## src/hw/rtl/srd_pkg.sv

```systemverilog
// ----------------------------------------------------------------------------
// srd_pkg
// Types and constants shared by the sprite run-length decoder and its checker.
// ----------------------------------------------------------------------------
package srd_pkg;

    localparam int SPRITE_SIDE_DEF = 32;
    localparam int PIX_IDX_W       = 10;
    localparam int CONSUMED_W      = 17;

    typedef enum logic [3:0] {
        PH_SIZE_LO = 4'd0,
        PH_SIZE_HI = 4'd1,
        PH_SKIP_LO = 4'd2,
        PH_SKIP_HI = 4'd3,
        PH_CNT_LO  = 4'd4,
        PH_CNT_HI  = 4'd5,
        PH_RED     = 4'd6,
        PH_GREEN   = 4'd7,
        PH_BLUE    = 4'd8,
        PH_ALPHA   = 4'd9
    } phase_t;

    typedef enum logic [1:0] {
        KIND_PIXEL = 2'd0,
        KIND_END   = 2'd1,
        KIND_ERROR = 2'd2
    } kind_t;

    typedef struct packed {
        logic [7:0] data_byte;
        logic       sprite_start;
    } in_beat_t;

    typedef struct packed {
        kind_t                  kind;
        logic [PIX_IDX_W-1:0]   pixel_index;
        logic [7:0]             red;
        logic [7:0]             green;
        logic [7:0]             blue;
        logic [7:0]             alpha;
        logic                   sprite_last;
    } out_beat_t;

endpackage

```

## src/hw/rtl/sprite_rle_decoder.sv

```systemverilog
// ----------------------------------------------------------------------------
// sprite_rle_decoder
// Decodes one transparent run-length sprite stream into pixel write beats.
// ----------------------------------------------------------------------------
// One encoded byte enters per beat and the decoder takes a new byte every
// cycle: the parser state advances in the cycle the byte is accepted and any
// result lands in a single output register, so s_ready stays high as long as
// that register is empty or being drained (s_ready = !m_valid || m_ready).
// Sustained rate is one byte per cycle; a result appears on m_data in the cycle
// after the alpha byte (or the byte that ends the sprite) is accepted. Each
// sprite opens with a little-endian 16-bit size, then groups of skip count,
// colored count and RGBA quadruples. Every alpha byte yields a pixel write at
// its raster index (row = index / SPRITE_SIDE); transparent pixels are only
// skipped, so the consumer must clear the sprite first. The last beat of a
// sprite has sprite_last set; an end without pixel or an index past the
// sprite area gives a marker beat, after which bytes are dropped until a beat
// with sprite_start. Parsing starts right after reset without a start mark.
// ----------------------------------------------------------------------------
module sprite_rle_decoder #(
    parameter int SPRITE_SIDE = srd_pkg::SPRITE_SIDE_DEF
) (
    input  logic              aclk,
    input  logic              aresetn,
    input  logic              s_valid,
    output logic              s_ready,
    input  srd_pkg::in_beat_t s_data,
    output logic              m_valid,
    input  logic              m_ready,
    output srd_pkg::out_beat_t m_data
);

    // sprite area and the widths that follow from it
    localparam int AREA  = SPRITE_SIDE * SPRITE_SIDE;
    localparam int POS_W = $clog2(AREA + 1);
    localparam int SUM_W = ((POS_W > 16) ? POS_W : 16) + 1;
    localparam int CNT_W = srd_pkg::CONSUMED_W;

    localparam logic [POS_W-1:0] AREA_P = POS_W'(AREA);
    localparam logic [SUM_W-1:0] AREA_S = SUM_W'(AREA);

    // parser state
    srd_pkg::phase_t    phase_reg, phase_next;
    logic               halted_reg, halted_next;
    logic [15:0]        size_reg, size_next;
    logic [CNT_W-1:0]   consumed_reg, consumed_next;
    logic [POS_W-1:0]   position_reg, position_next;
    logic [SUM_W-1:0]   run_end_reg, run_end_next;
    logic [7:0]         low_reg, low_next;
    logic [7:0]         red_reg, red_next;
    logic [7:0]         green_reg, green_next;
    logic [7:0]         blue_reg, blue_next;

    // result register
    logic               m_valid_reg;
    srd_pkg::out_beat_t m_data_reg;
    srd_pkg::out_beat_t result;
    logic               emit;

    // helpers
    srd_pkg::phase_t    phase_eff;
    logic               halted_eff;
    logic [15:0]        word;
    logic [SUM_W-1:0]   pos_plus_word;
    logic [CNT_W:0]     consumed_add;
    logic [CNT_W-1:0]   consumed_sat;
    logic               consumed_done;
    logic [POS_W-1:0]   position_inc;
    logic [31:0]        position_ext;
    logic               s_fire;

    assign s_ready = !m_valid_reg || m_ready;
    assign s_fire  = s_valid && s_ready;
    assign m_valid = m_valid_reg;
    assign m_data  = m_data_reg;

    // a start mark restarts the parser on this very byte
    assign phase_eff  = s_data.sprite_start ? srd_pkg::PH_SIZE_LO : phase_reg;
    assign halted_eff = s_data.sprite_start ? 1'b0 : halted_reg;

    assign word          = {s_data.data_byte, low_reg};
    assign pos_plus_word = SUM_W'(position_reg) + SUM_W'(word);

    // consumed count saturates; any value at or past 64k compares the same
    assign consumed_add  = {1'b0, consumed_reg} + (CNT_W + 1)'(4);
    assign consumed_sat  = consumed_add[CNT_W] ? '1 : consumed_add[CNT_W-1:0];
    assign consumed_done = consumed_sat >= CNT_W'(size_reg);

    assign position_inc = position_reg + POS_W'(1);
    assign position_ext = 32'(position_reg);

    always_comb begin
        phase_next    = phase_eff;
        halted_next   = halted_eff;
        size_next     = size_reg;
        consumed_next = consumed_reg;
        position_next = position_reg;
        run_end_next  = run_end_reg;
        low_next      = low_reg;
        red_next      = red_reg;
        green_next    = green_reg;
        blue_next     = blue_reg;
        emit          = 1'b0;
        result        = '0;
        result.kind   = srd_pkg::KIND_PIXEL;

        if (!halted_eff) begin
            unique case (phase_eff) inside
                srd_pkg::PH_SIZE_LO, srd_pkg::PH_SKIP_LO, srd_pkg::PH_CNT_LO: begin
                    low_next   = s_data.data_byte;
                    phase_next = srd_pkg::phase_t'(phase_eff + 4'd1);
                end
                srd_pkg::PH_SIZE_HI: begin
                    size_next     = word;
                    consumed_next = '0;
                    position_next = '0;
                    if (word == 16'd0) begin
                        // empty sprite: end marker
                        emit               = 1'b1;
                        result.kind        = srd_pkg::KIND_END;
                        result.sprite_last = 1'b1;
                        halted_next        = 1'b1;
                        phase_next         = srd_pkg::PH_SIZE_LO;
                    end else begin
                        phase_next = srd_pkg::PH_SKIP_LO;
                    end
                end
                srd_pkg::PH_SKIP_HI: begin
                    // skip saturates at the sprite area
                    position_next = (pos_plus_word > AREA_S) ? AREA_P
                                                             : pos_plus_word[POS_W-1:0];
                    phase_next    = srd_pkg::PH_CNT_LO;
                end
                srd_pkg::PH_CNT_HI: begin
                    consumed_next = consumed_sat;
                    run_end_next  = pos_plus_word;
                    if (word == 16'd0) begin
                        if (consumed_done) begin
                            emit               = 1'b1;
                            result.kind        = srd_pkg::KIND_END;
                            result.sprite_last = 1'b1;
                            halted_next        = 1'b1;
                            phase_next         = srd_pkg::PH_SIZE_LO;
                        end else begin
                            phase_next = srd_pkg::PH_SKIP_LO;
                        end
                    end else begin
                        phase_next = srd_pkg::PH_RED;
                    end
                end
                srd_pkg::PH_RED: begin
                    red_next   = s_data.data_byte;
                    phase_next = srd_pkg::PH_GREEN;
                end
                srd_pkg::PH_GREEN: begin
                    green_next = s_data.data_byte;
                    phase_next = srd_pkg::PH_BLUE;
                end
                srd_pkg::PH_BLUE: begin
                    blue_next  = s_data.data_byte;
                    phase_next = srd_pkg::PH_ALPHA;
                end
                srd_pkg::PH_ALPHA: begin
                    emit = 1'b1;
                    if (position_reg >= AREA_P) begin
                        // write past the sprite area
                        result.kind        = srd_pkg::KIND_ERROR;
                        result.sprite_last = 1'b1;
                        halted_next        = 1'b1;
                        phase_next         = srd_pkg::PH_SIZE_LO;
                    end else begin
                        result.pixel_index = position_ext[srd_pkg::PIX_IDX_W-1:0];
                        result.red         = red_reg;
                        result.green       = green_reg;
                        result.blue        = blue_reg;
                        result.alpha       = s_data.data_byte;
                        position_next      = position_inc;
                        consumed_next      = consumed_sat;
                        if (SUM_W'(position_inc) >= run_end_reg) begin
                            if (consumed_done) begin
                                result.sprite_last = 1'b1;
                                halted_next        = 1'b1;
                                phase_next         = srd_pkg::PH_SIZE_LO;
                            end else begin
                                phase_next = srd_pkg::PH_SKIP_LO;
                            end
                        end else begin
                            phase_next = srd_pkg::PH_RED;
                        end
                    end
                end
                default: begin
                    phase_next = srd_pkg::PH_SIZE_LO;
                end
            endcase
        end
    end

    // control state
    always_ff @(posedge aclk) begin
        if (!aresetn) begin
            phase_reg   <= srd_pkg::PH_SIZE_LO;
            halted_reg  <= 1'b0;
            m_valid_reg <= 1'b0;
        end else begin
            if (s_fire) begin
                phase_reg  <= phase_next;
                halted_reg <= halted_next;
            end
            if (s_fire && emit) begin
                m_valid_reg <= 1'b1;
            end else if (m_ready) begin
                m_valid_reg <= 1'b0;
            end
        end
    end

    // datapath registers, each written before it is read
    always_ff @(posedge aclk) begin
        if (s_fire) begin
            size_reg     <= size_next;
            consumed_reg <= consumed_next;
            position_reg <= position_next;
            run_end_reg  <= run_end_next;
            low_reg      <= low_next;
            red_reg      <= red_next;
            green_reg    <= green_next;
            blue_reg     <= blue_next;
        end
        if (s_fire && emit) begin
            m_data_reg <= result;
        end
    end

endmodule

```

## config.mk

```make
export PLATFORM = sky130hd
export DESIGN_NAME = sprite_rle_decoder
export DESIGN_NICKNAME = d
export VERILOG_FILES = /design/src/hw/rtl/srd_pkg.sv /design/src/hw/rtl/sprite_rle_decoder.sv
export SDC_FILE = /design/constraint.sdc
export NUM_CORES = 1
export LEC_CHECK = 0
export BUFFER_PORTS_ARGS = -buffer_cell sky130_fd_sc_hd__buf_2
export CORE_MARGIN = 3
export CORE_UTILIZATION = 60
export CTS_CLUSTER_SIZE = 8
export DETAILED_ROUTE_END_ITERATION = 16
export GPL_TIMING_DRIVEN = 0
export PLACE_DENSITY = 0.78
export SLEW_MARGIN = 20
export SYNTH_ARGS = -nofsm -noshare
export SYNTH_HDL_FRONTEND = slang
export SYNTH_SLANG_ARGS = --single-unit
```

## constraint.sdc

```tcl
create_clock -name aclk -period 6.95 [get_ports aclk]
set_clock_uncertainty 0.05 [all_clocks]
set_input_delay 1.0425 -clock aclk [delete_from_list [all_inputs] [get_ports aclk]]
set_output_delay 1.0425 -clock aclk [all_outputs]
set_load 0.03 [all_outputs]
```

Yosys cells after proc, flatten, opt, wreduce, memory -nomap -nowiden --
Index checks and enable logic that the tools add are counted. Widths: inputs -> output; s select.
Word-level totals: register bits after elaboration 144, input port bits 13, output and inout port bits 47, logic and storage cells 88
Cells by class: $add $sub $neg 4, $lt $le $gt $ge 4, eq/ne operators 10, multiplexer cells 31, bitwise gates (word level) 2, reductions and logical operators 19
Operators by type and width (number):
- $pmux 17 s3 | 1
- $mux 17 | 2
- $pmux 11 s3 | 1
- $pmux 4 s8 | 1
- $mux 11 | 2
- $mux 4 | 5
- $add 17x3->18 const B | 1
- $reduce_and 3->1 | 6
- $add 11x16->17 | 1
- $ge 11x17->1 | 1
- $ge 17x16->1 | 1
- $gt 17x11->1 const B | 1
- $eq 4x3->1 const B | 4
- $logic_not 16->1 | 1
- $mux 1 | 13
- $add 11x1->11 const B | 1
- $ge 11x11->1 const B | 1
- $eq 4x2->1 const B | 2
- $eq 4x4->1 const B | 2
- $reduce_and 4->1 | 2
- $mux 2 | 3
- $pmux 1 s3 | 2
- $pmux 2 s3 | 1
- $reduce_bool 3->1 | 2
- other kinds (10) | 13

Depth between registers and ports, before layout --
Gate-level depths: netlist of run 1.
depth after elaboration 9, mapped depth 13, gate-level depth less buffers 13

Least setup slack after synthesis of run 1 --
Ideal clock, no wire load.
kind flip-flop to flip-flop, from reg consumed_reg[4], to reg m_data_reg (netlist bit m_data[0]), enable pin, setup time 0.462 ns, arrival 4.806 ns, data required time 6.438 ns, slack 1.631 ns, stages on the path, launching flop included 13, buffers on the path 2, clock period less this slack 5.319 ns, cells stage by stage edfxtp_1 > and4_1 > nand4_1 > or3_1 > clkbuf_1 > clkbuf_1 > nand2_1 > ha_1 > o21ai_0 > nor4_1 > a21o_1 > o31ai_1 > a21oi_1
On the way: cells in the longest elaborated chain, start to end 8
RTL lines:
- start: declaration | RTL line sprite_rle_decoder.sv:45 | logic [CNT_W-1:0] consumed_reg, consumed_next;
- start signal: assignment | RTL line sprite_rle_decoder.sv:221 | consumed_reg <= consumed_next;
- $add 17x3->18 | RTL line sprite_rle_decoder.sv:84 | assign consumed_add = {1'b0, consumed_reg} + (CNT_W + 1)'(4);
- $mux 17 | RTL line sprite_rle_decoder.sv:85 | assign consumed_sat = consumed_add[CNT_W] ? '1 : consumed_add[CNT_W-1:0];
- named net consumed_sat[14] | RTL line sprite_rle_decoder.sv:65 | logic [CNT_W-1:0] consumed_sat;
- $ge 17x16->1 | RTL line sprite_rle_decoder.sv:86 | assign consumed_done = consumed_sat >= CNT_W'(size_reg);
- $mux 1 | RTL line sprite_rle_decoder.sv:137 | if (consumed_done) begin
- $mux 1 | RTL line sprite_rle_decoder.sv:136 | if (word == 16'd0) begin
- $pmux 1 s3 | RTL line sprite_rle_decoder.sv:107 | unique case (phase_eff) inside
- $mux 1 | RTL line sprite_rle_decoder.sv:106 | if (!halted_eff) begin
- $logic_and 1x1->1 | RTL line sprite_rle_decoder.sv:229 | if (s_fire && emit) begin
- end signal: assignment | RTL line sprite_rle_decoder.sv:230 | m_data_reg <= result;
- end: declaration | RTL line sprite_rle_decoder.sv:55 | srd_pkg::out_beat_t m_data_reg;
The timed path passes the listed nets, and every way through them passes these cells. A chain may end at the register's enable or synchronous reset.

Worst setup path after layout of run 1 --
from reg consumed_reg[4], to reg m_data_reg (netlist bit m_data[26]), enable pin
The elaborated chain is that of the path after synthesis.

==> flow_summary.ini, run 1 <==
[synth]
synth_largest_area_cell = sky130_fd_sc_hd__edfxtp_1
seq_area_frac_synth_pct = 57.5
yosys_most_used_dff = sky130_fd_sc_hd__edfxtp_1
synthCells = 622
mappedNetlistNets = 681
yosys_register_bits = 144
syn-mean-instance-area_um2 = 11.9
netlist_top_cells_area = sky130_fd_sc_hd__edfxtp_1 56%, sky130_fd_sc_hd__ha_1 7.6%, sky130_fd_sc_hd__and2_1 3.6%, sky130_fd_sc_hd__nand2_1 2.8%, sky130_fd_sc_hd__inv_1 2.3%
postSynth.asyncResetShare_pct = 0
ys_types = 64
syn_area_mm2 = 0.00741
synth-edff-count = 138
synth_largest_type_area_fraction_pct = 55.9
yosysWarningCount = 0

[global_route]
grt_use_total_pct = 25.5
first_global_vias = 5130
global_route.peak_usage_layer = met2
grt_antenna_before_repair = 0
met1_usage_pct = 32.7
met2_layer_usage_reported_by_global_route_pct = 42.5
grt_overflow_total = 0
global_route_wire_length_before_repair_um = 26100
grt_start_max_net_pins = 24
gr-usage-met3_pct = 5.14

[power]
power.share.clock_pct = 43.4
cell_internal_pwr_mw = 1.47
p_switching_mw = 0.476
switching_share_pct = 24.4
irDropWorstVdd_uv = 145
power.sequential.fraction_pct = 49.8
power_per_cell_area_mw_per_mm2 = 227
pwr-share-comb_pct = 6.8
static-leakage-power_nw = 3.44

[final_layout]
layout_cells_sized_above_1_pct = 17.9
layout.cells.most_common_list = 138 x sky130_fd_sc_hd__edfxtp_1, 63 x sky130_fd_sc_hd__buf_2, 55 x sky130_fd_sc_hd__nand2_1
design_area_mm2 = 0.00859
mostFrequentLayoutCell = sky130_fd_sc_hd__edfxtp_1
final_instance_count_without_filler_cells = 883
core_occupancy_in_the_finished_layout_pct = 73.0
n_antenna_cell = 0
largest_register_ffs = 45
area.growth.synth_to_final_pct = 15.8
layout.nets = 765

[die]
die_area_mm2 = 0.0137
chipHeight_um = 117
core_area_mm2 = 0.0118
ioPinCount = 60
die_x_um = 117
initial_utilization_pct = 63.0
placement_rows = 39

[job]
max-cap-violations = 0

[setup_path]
worst-endpoint-required_ps = 7080
worst_ep_arrival_time_ps = 4520
timing.critical_path.fanout_max = 23
classification_of_the_worst_setup_path = register to register
crit_path_start_kind = register
worst_setup_path_end_kind = register
register_to_register_setup_slack_ps = 2560

[place]
placed_area_mm2 = 0.00804
post-dp-hpwl_um = 12100
place_inst = 851
portBuffers = 59
placement.setup.worst_slack_ps = 2630
place_congestion = 0.902

[cts]
cts.repair_timing.setup_buffer_count = 0
cts_root_buf = sky130_fd_sc_hd__clkbuf_16
clock_tree.htree_level_count = 4
cts.reportedPaths.clkPinSlew_ps = 60
cts_stage_hold_buffer_count = 0
cts-resized-gates = 0
ctsLongestPathBuffers = 2
clkSinkCount = 144
cts_tree = built
cts_inserted_buffers = 17
clock_insertion_delay_worst_skew_ps = 430

[sta]
relSlewSlack_pct = 41.3
finalHoldViolCount = 0
grt_setup_unrepaired = no
worstMarginPinSlew_ps = 874
final_min_period_over_clock_period_pct = 63.1
timing.setup.tns_ps = 0
finalSetupViolCount = 0
period_minus_slack_ps = 4390
postLayoutSetupSlackWorst_ps = 2560
max_freq_mhz = 228
slew_violations = 0

[drt]
avgViaCountPerCell = 5.96
post_drt_wl_per_cell_um = 18.6
total_wire_length_um = 16400
drc = 0
dr.first_iter.drc_count = 545
antenna_violating_nets_post_route = 0
drt-pass1-iter-count = 5
num_vias = 5265

[status]
status = complete, no violations

[worst_hold_path]
hold_class = register to register
==> metrics by stage <==
step | power [mW] | hold slack (ps)
detailed placement | 1.12 | 452
global placement | 1.11 | 428
CTS | 1.96 | 461
global route | 2.01 | 482
floorplan | 1.07 | 404
finish | 1.95 | 456
==> path summary, 6_finish.rpt <==
check | startpoint | to | cells past startpoint
worst min-delay path | phase_reg[0]$_SDFFE_PN0P_ | phase_reg[0]$_SDFFE_PN0P_ | 2
worst min register to register | phase_reg[0]$_SDFFE_PN0P_ | phase_reg[0]$_SDFFE_PN0P_ | 2
worst max register to register | consumed_reg[4]$_SDFFCE_PN0P_ | m_data[26]$_SDFFCE_PP0P_ | 14
worst max-delay path | consumed_reg[4]$_SDFFCE_PN0P_ | m_data[26]$_SDFFCE_PP0P_ | 14
==> cell usage after synthesis (all sizes together), types with 2 or more instances <==
cell type / instances
a2111oi: 2
a211o: 2
a211oi: 6
a21o: 3
a21oi: 31
a221oi: 3
a22oi: 2
a31oi: 3
a32o: 5
and2: 43
and3: 10
and4: 2
buf: 4
clkbuf: 14
dfxtp: 6
edfxtp: 138
ha: 45
inv: 46
mux2i: 2
nand2: 55
nand2b: 6
nand3: 21
nand4: 9
nor2: 35
nor2b: 6
nor3: 14
nor4: 7
o211ai: 10
o21a: 2
o21ai: 21
o221ai: 2
o22ai: 3
o2bb2ai: 2
o31ai: 11
o32ai: 2
or3: 2
xnor2: 18
xor2: 13
==> area by class of cell <==
type                            count  area [um2]
Multi-Input combinational cell    414        2930
Inverter                           46         173
Buffer                             18        81.3
Sequential cell                   144        4260
Timing Repair Buffer               65         385
Clock buffer                       18         429
Clock inverter                     14         121
Fill cell                         804        3170
Tap cell                          164         205
==> cells by family (layout without fill, tap and decap cells) <==
| family | count (synthesis) | after routing | share of synthesized area, % |
|---|---|---|---|
| buffers and inverters | 64 | 161 | 3.43 |
| AOI/OAI and AO/OA | 121 | 121 | 12.1 |
| adders and majority gates | 46 | 46 | 7.87 |
| and+or+nand+nor | 213 | 213 | 14.9 |
| muxes | 3 | 3 | 0.473 |
| xor gates and xnor gates | 31 | 31 | 3.66 |
| DFF | 144 | 144 | 57.5 |
==> worst max-delay path: stages, from the launching register on <==
cell and delay, ps:
sky130_fd_sc_hd__edfxtp_1 470, sky130_fd_sc_hd__and4_1 270, sky130_fd_sc_hd__nand4_1 200, sky130_fd_sc_hd__or3_1 140, sky130_fd_sc_hd__clkbuf_1 220, sky130_fd_sc_hd__clkbuf_1 380, sky130_fd_sc_hd__nand2_1 120, sky130_fd_sc_hd__ha_1 330
sky130_fd_sc_hd__a211o_1 270, sky130_fd_sc_hd__a211oi_1 300, sky130_fd_sc_hd__o31ai_2 170, sky130_fd_sc_hd__o31ai_1 580, sky130_fd_sc_hd__a21oi_4 230, sky130_fd_sc_hd__buf_16 220, sky130_fd_sc_hd__buf_16 170
==> routing by layer <==
metal  wire [um]  vias to the layer above  share of wire [%]
met2        8130                      233                 49
met5           0                        -                  0
li1            -                     2484                  -
met1        6800                     2515                 41
met4         459                        0                2.8
met3        1060                       33                6.4
==> power groups by stage <==
stage / sequential, mW / clock [mW] / combinational (mW)
global placement: 0.989 / 0 / 0.122
detailed placement: 0.989 / 0 / 0.129
finish: 0.971 / 0.847 / 0.133
floorplan: 0.985 / 0 / 0.0898
CTS: 0.971 / 0.855 / 0.131
global route: 0.972 / 0.890 / 0.145
(Power assumes the default switching activity.)
==> run 2, diff against run 1 <==
==> constraint.sdc (replaced) <==
create_clock -name aclk -period 4.5 [get_ports aclk]
set_clock_uncertainty 0.05 [all_clocks]
set_input_delay 0.675 -clock aclk [delete_from_list [all_inputs] [get_ports aclk]]
set_output_delay 0.675 -clock aclk [all_outputs]
set_load 0.03 [all_outputs]
==> flow_summary.ini, run 2 (synthesis gave the netlist of run 1 again) <==
[final_layout]
core_occupancy_in_the_finished_layout_pct = 73.7
layout.nets = 765
mostFrequentLayoutCell = sky130_fd_sc_hd__edfxtp_1
n_antenna_cell = 0
layout_cells_sized_above_1_pct = 18.1
area.growth.synth_to_final_pct = 16.9
largest_register_ffs = 45
final_instance_count_without_filler_cells = 883
layout.filler_cells = 781
layout.cells.most_common_list = 138 x sky130_fd_sc_hd__edfxtp_1, 63 x sky130_fd_sc_hd__buf_2, 55 x sky130_fd_sc_hd__nand2_1

[power]
power_per_cell_area_mw_per_mm2 = 363
static-leakage-power_nw = 3.47
irDropWorstVdd_uv = 220
total_power_mw = 3.15

[worst_hold_path]
hold-path-cell-count = 2
min-delay-start = phase_reg[0]$_SDFFE_PN0P_
holdPathEnd = phase_reg[0]$_SDFFE_PN0P_
hold_class = register to register

[place]
post-dp-hpwl_um = 11800
place_congestion = 0.911
portBuffers = 59
place_inst = 851

[cts]
clock_tree.htree_level_count = 4
clkSinkCount = 144
cts_inserted_buffers = 17
cts_stage_hold_buffer_count = 0
cts_tree = built
clock_insertion_delay_worst_skew_ps = 420
ctsLongestPathBuffers = 2
cts.reportedPaths.clkPinSlew_ps = 60
cts_root_buf = sky130_fd_sc_hd__clkbuf_16

[global_route]
grt_start_max_net_pins = 28
grt_use_total_pct = 25.4
first_global_vias = 4999
grt_overflow_total = 0
global_route_wire_length_before_repair_um = 25900
grt_antenna_before_repair = 0

[setup_path]
worst_ep_arrival_time_ps = 4360
timing.critical_path.fanout_max = 27
crit_path_start_kind = register
cp_top_family = compound AO/OA/AOI/OAI gates
register_to_register_setup_slack_ps = 260
rr_endpoint = m_data[26]$_SDFFCE_PP0P_
worstPathCellList = and4_1 -> nand4_1 -> or3_1 -> clkbuf_1 -> clkbuf_1 -> nand2_1 -> ha_1 -> o21ai_0 -> nor4_2 -> a21o_1 -> o31ai_2 -> a21oi_4 -> buf_16 -> buf_16
buf_inv_stages_crit_path = 4
crit_path_top_delay_cell = sky130_fd_sc_hd__edfxtp_1
reg2regPathDepth = 14
crit-reg2reg-launch = consumed_reg[4]$_SDFFCE_PN0P_
worst-endpoint-required_ps = 4630
worst_setup_path_end_kind = register
slowest_delay_ps = 450
classification_of_the_worst_setup_path = register to register

[sta]
worstMarginPinSlew_ps = 900
max_freq_mhz = 236
finalHoldViolCount = 0
period_minus_slack_ps = 4240
hold_slack_ps = 438
finalSetupViolCount = 0
timing.setup.tns_ps = 0
grt_setup_unrepaired = no
relSlewSlack_pct = 40.0
final_min_period_over_clock_period_pct = 94.2
slew_violations = 0

[die]
core_area_mm2 = 0.0118
placement_rows = 39
chipHeight_um = 117
initial_utilization_pct = 63.0
ioPinCount = 60
die_area_mm2 = 0.0137
die_x_um = 117

[job]
max-cap-violations = 0

[drt]
antenna_violating_nets_post_route = 0
avgViaCountPerCell = 5.91
total_wire_length_um = 16500
num_vias = 5219
drt-pass1-iter-count = 5
post_drt_wl_per_cell_um = 18.7
dr.first_iter.drc_count = 531
drc = 0

[status]
status = complete, no violations
-- run 2: what timing repair did --
action	4_1_cts	5_1_grt
resized for setup	0	3
setup buffers	0	0
endpoints found under the setup margin	0	27
-- run 2: final cells by class --
| type | instances | area [um2] | share of cell area [%] |
|---|---|---|---|
| inverters | 46 | 173 | 1.99 |
| flip-flops and latches | 144 | 4260 | 49.2 |
| clock buffers | 18 | 429 | 4.95 |
| well taps | 164 | 205 | 2.37 |
| repair buffers | 65 | 385 | 4.45 |
| clock inverters | 14 | 179 | 2.07 |
| plain buffers | 18 | 81.3 | 0.939 |
| multi-input cells | 414 | 2950 | 34.0 |
-- run 2: tightest hold or removal path: cells and delay by family, from the launching register on --
kind             cells  cell delay (ps)
AO/OA/AOI/OAI        1               50
flip-flops           1              330
AND/OR/NAND/NOR      1               60
-- run 2: metal layers --
metal	vias to the layer above	wire [um]	track usage, %
met2	206	8150	42.1
met4	0	483	9.94
met5	-	0	0
li1	2484	-	-
met3	37	968	5.04
met1	2492	6910	33.3
-- run 2: power by group --
part / internal, mW / switching [mW] / total (mW)
clock network: 0.881 / 0.560 / 1.44
registers: 1.48 / 0.0164 / 1.50
logic: 0.0711 / 0.133 / 0.204
total: 2.44 / 0.710 / 3.15
-- run 2: worst max-delay path by stage --
stage	from	slack [ps]	cells after the start	end
after floorplan	consumed_reg[4]$_SDFFCE_PN0P_	180	12	m_data[0]$_SDFFCE_PP0P_
after detailed placement	consumed_reg[4]$_SDFFCE_PN0P_	220	15	m_data[28]$_SDFFCE_PP0P_
after CTS	consumed_reg[4]$_SDFFCE_PN0P_	190	15	m_data[25]$_SDFFCE_PP0P_
after global placement	consumed_reg[4]$_SDFFCE_PN0P_	-890	12	m_data[26]$_SDFFCE_PP0P_
after global routing	consumed_reg[4]$_SDFFCE_PN0P_	20	15	m_data[28]$_SDFFCE_PP0P_
final	consumed_reg[4]$_SDFFCE_PN0P_	260	14	m_data[26]$_SDFFCE_PP0P_
-- run 2: stage by stage --
stage,cell area (um2),setup WS [ps]
after floorplan,7420,179
after global placement,7920,-891
after detailed placement,8040,221
after CTS,8640,194
after global routing,8660,24.4
final,8660,262
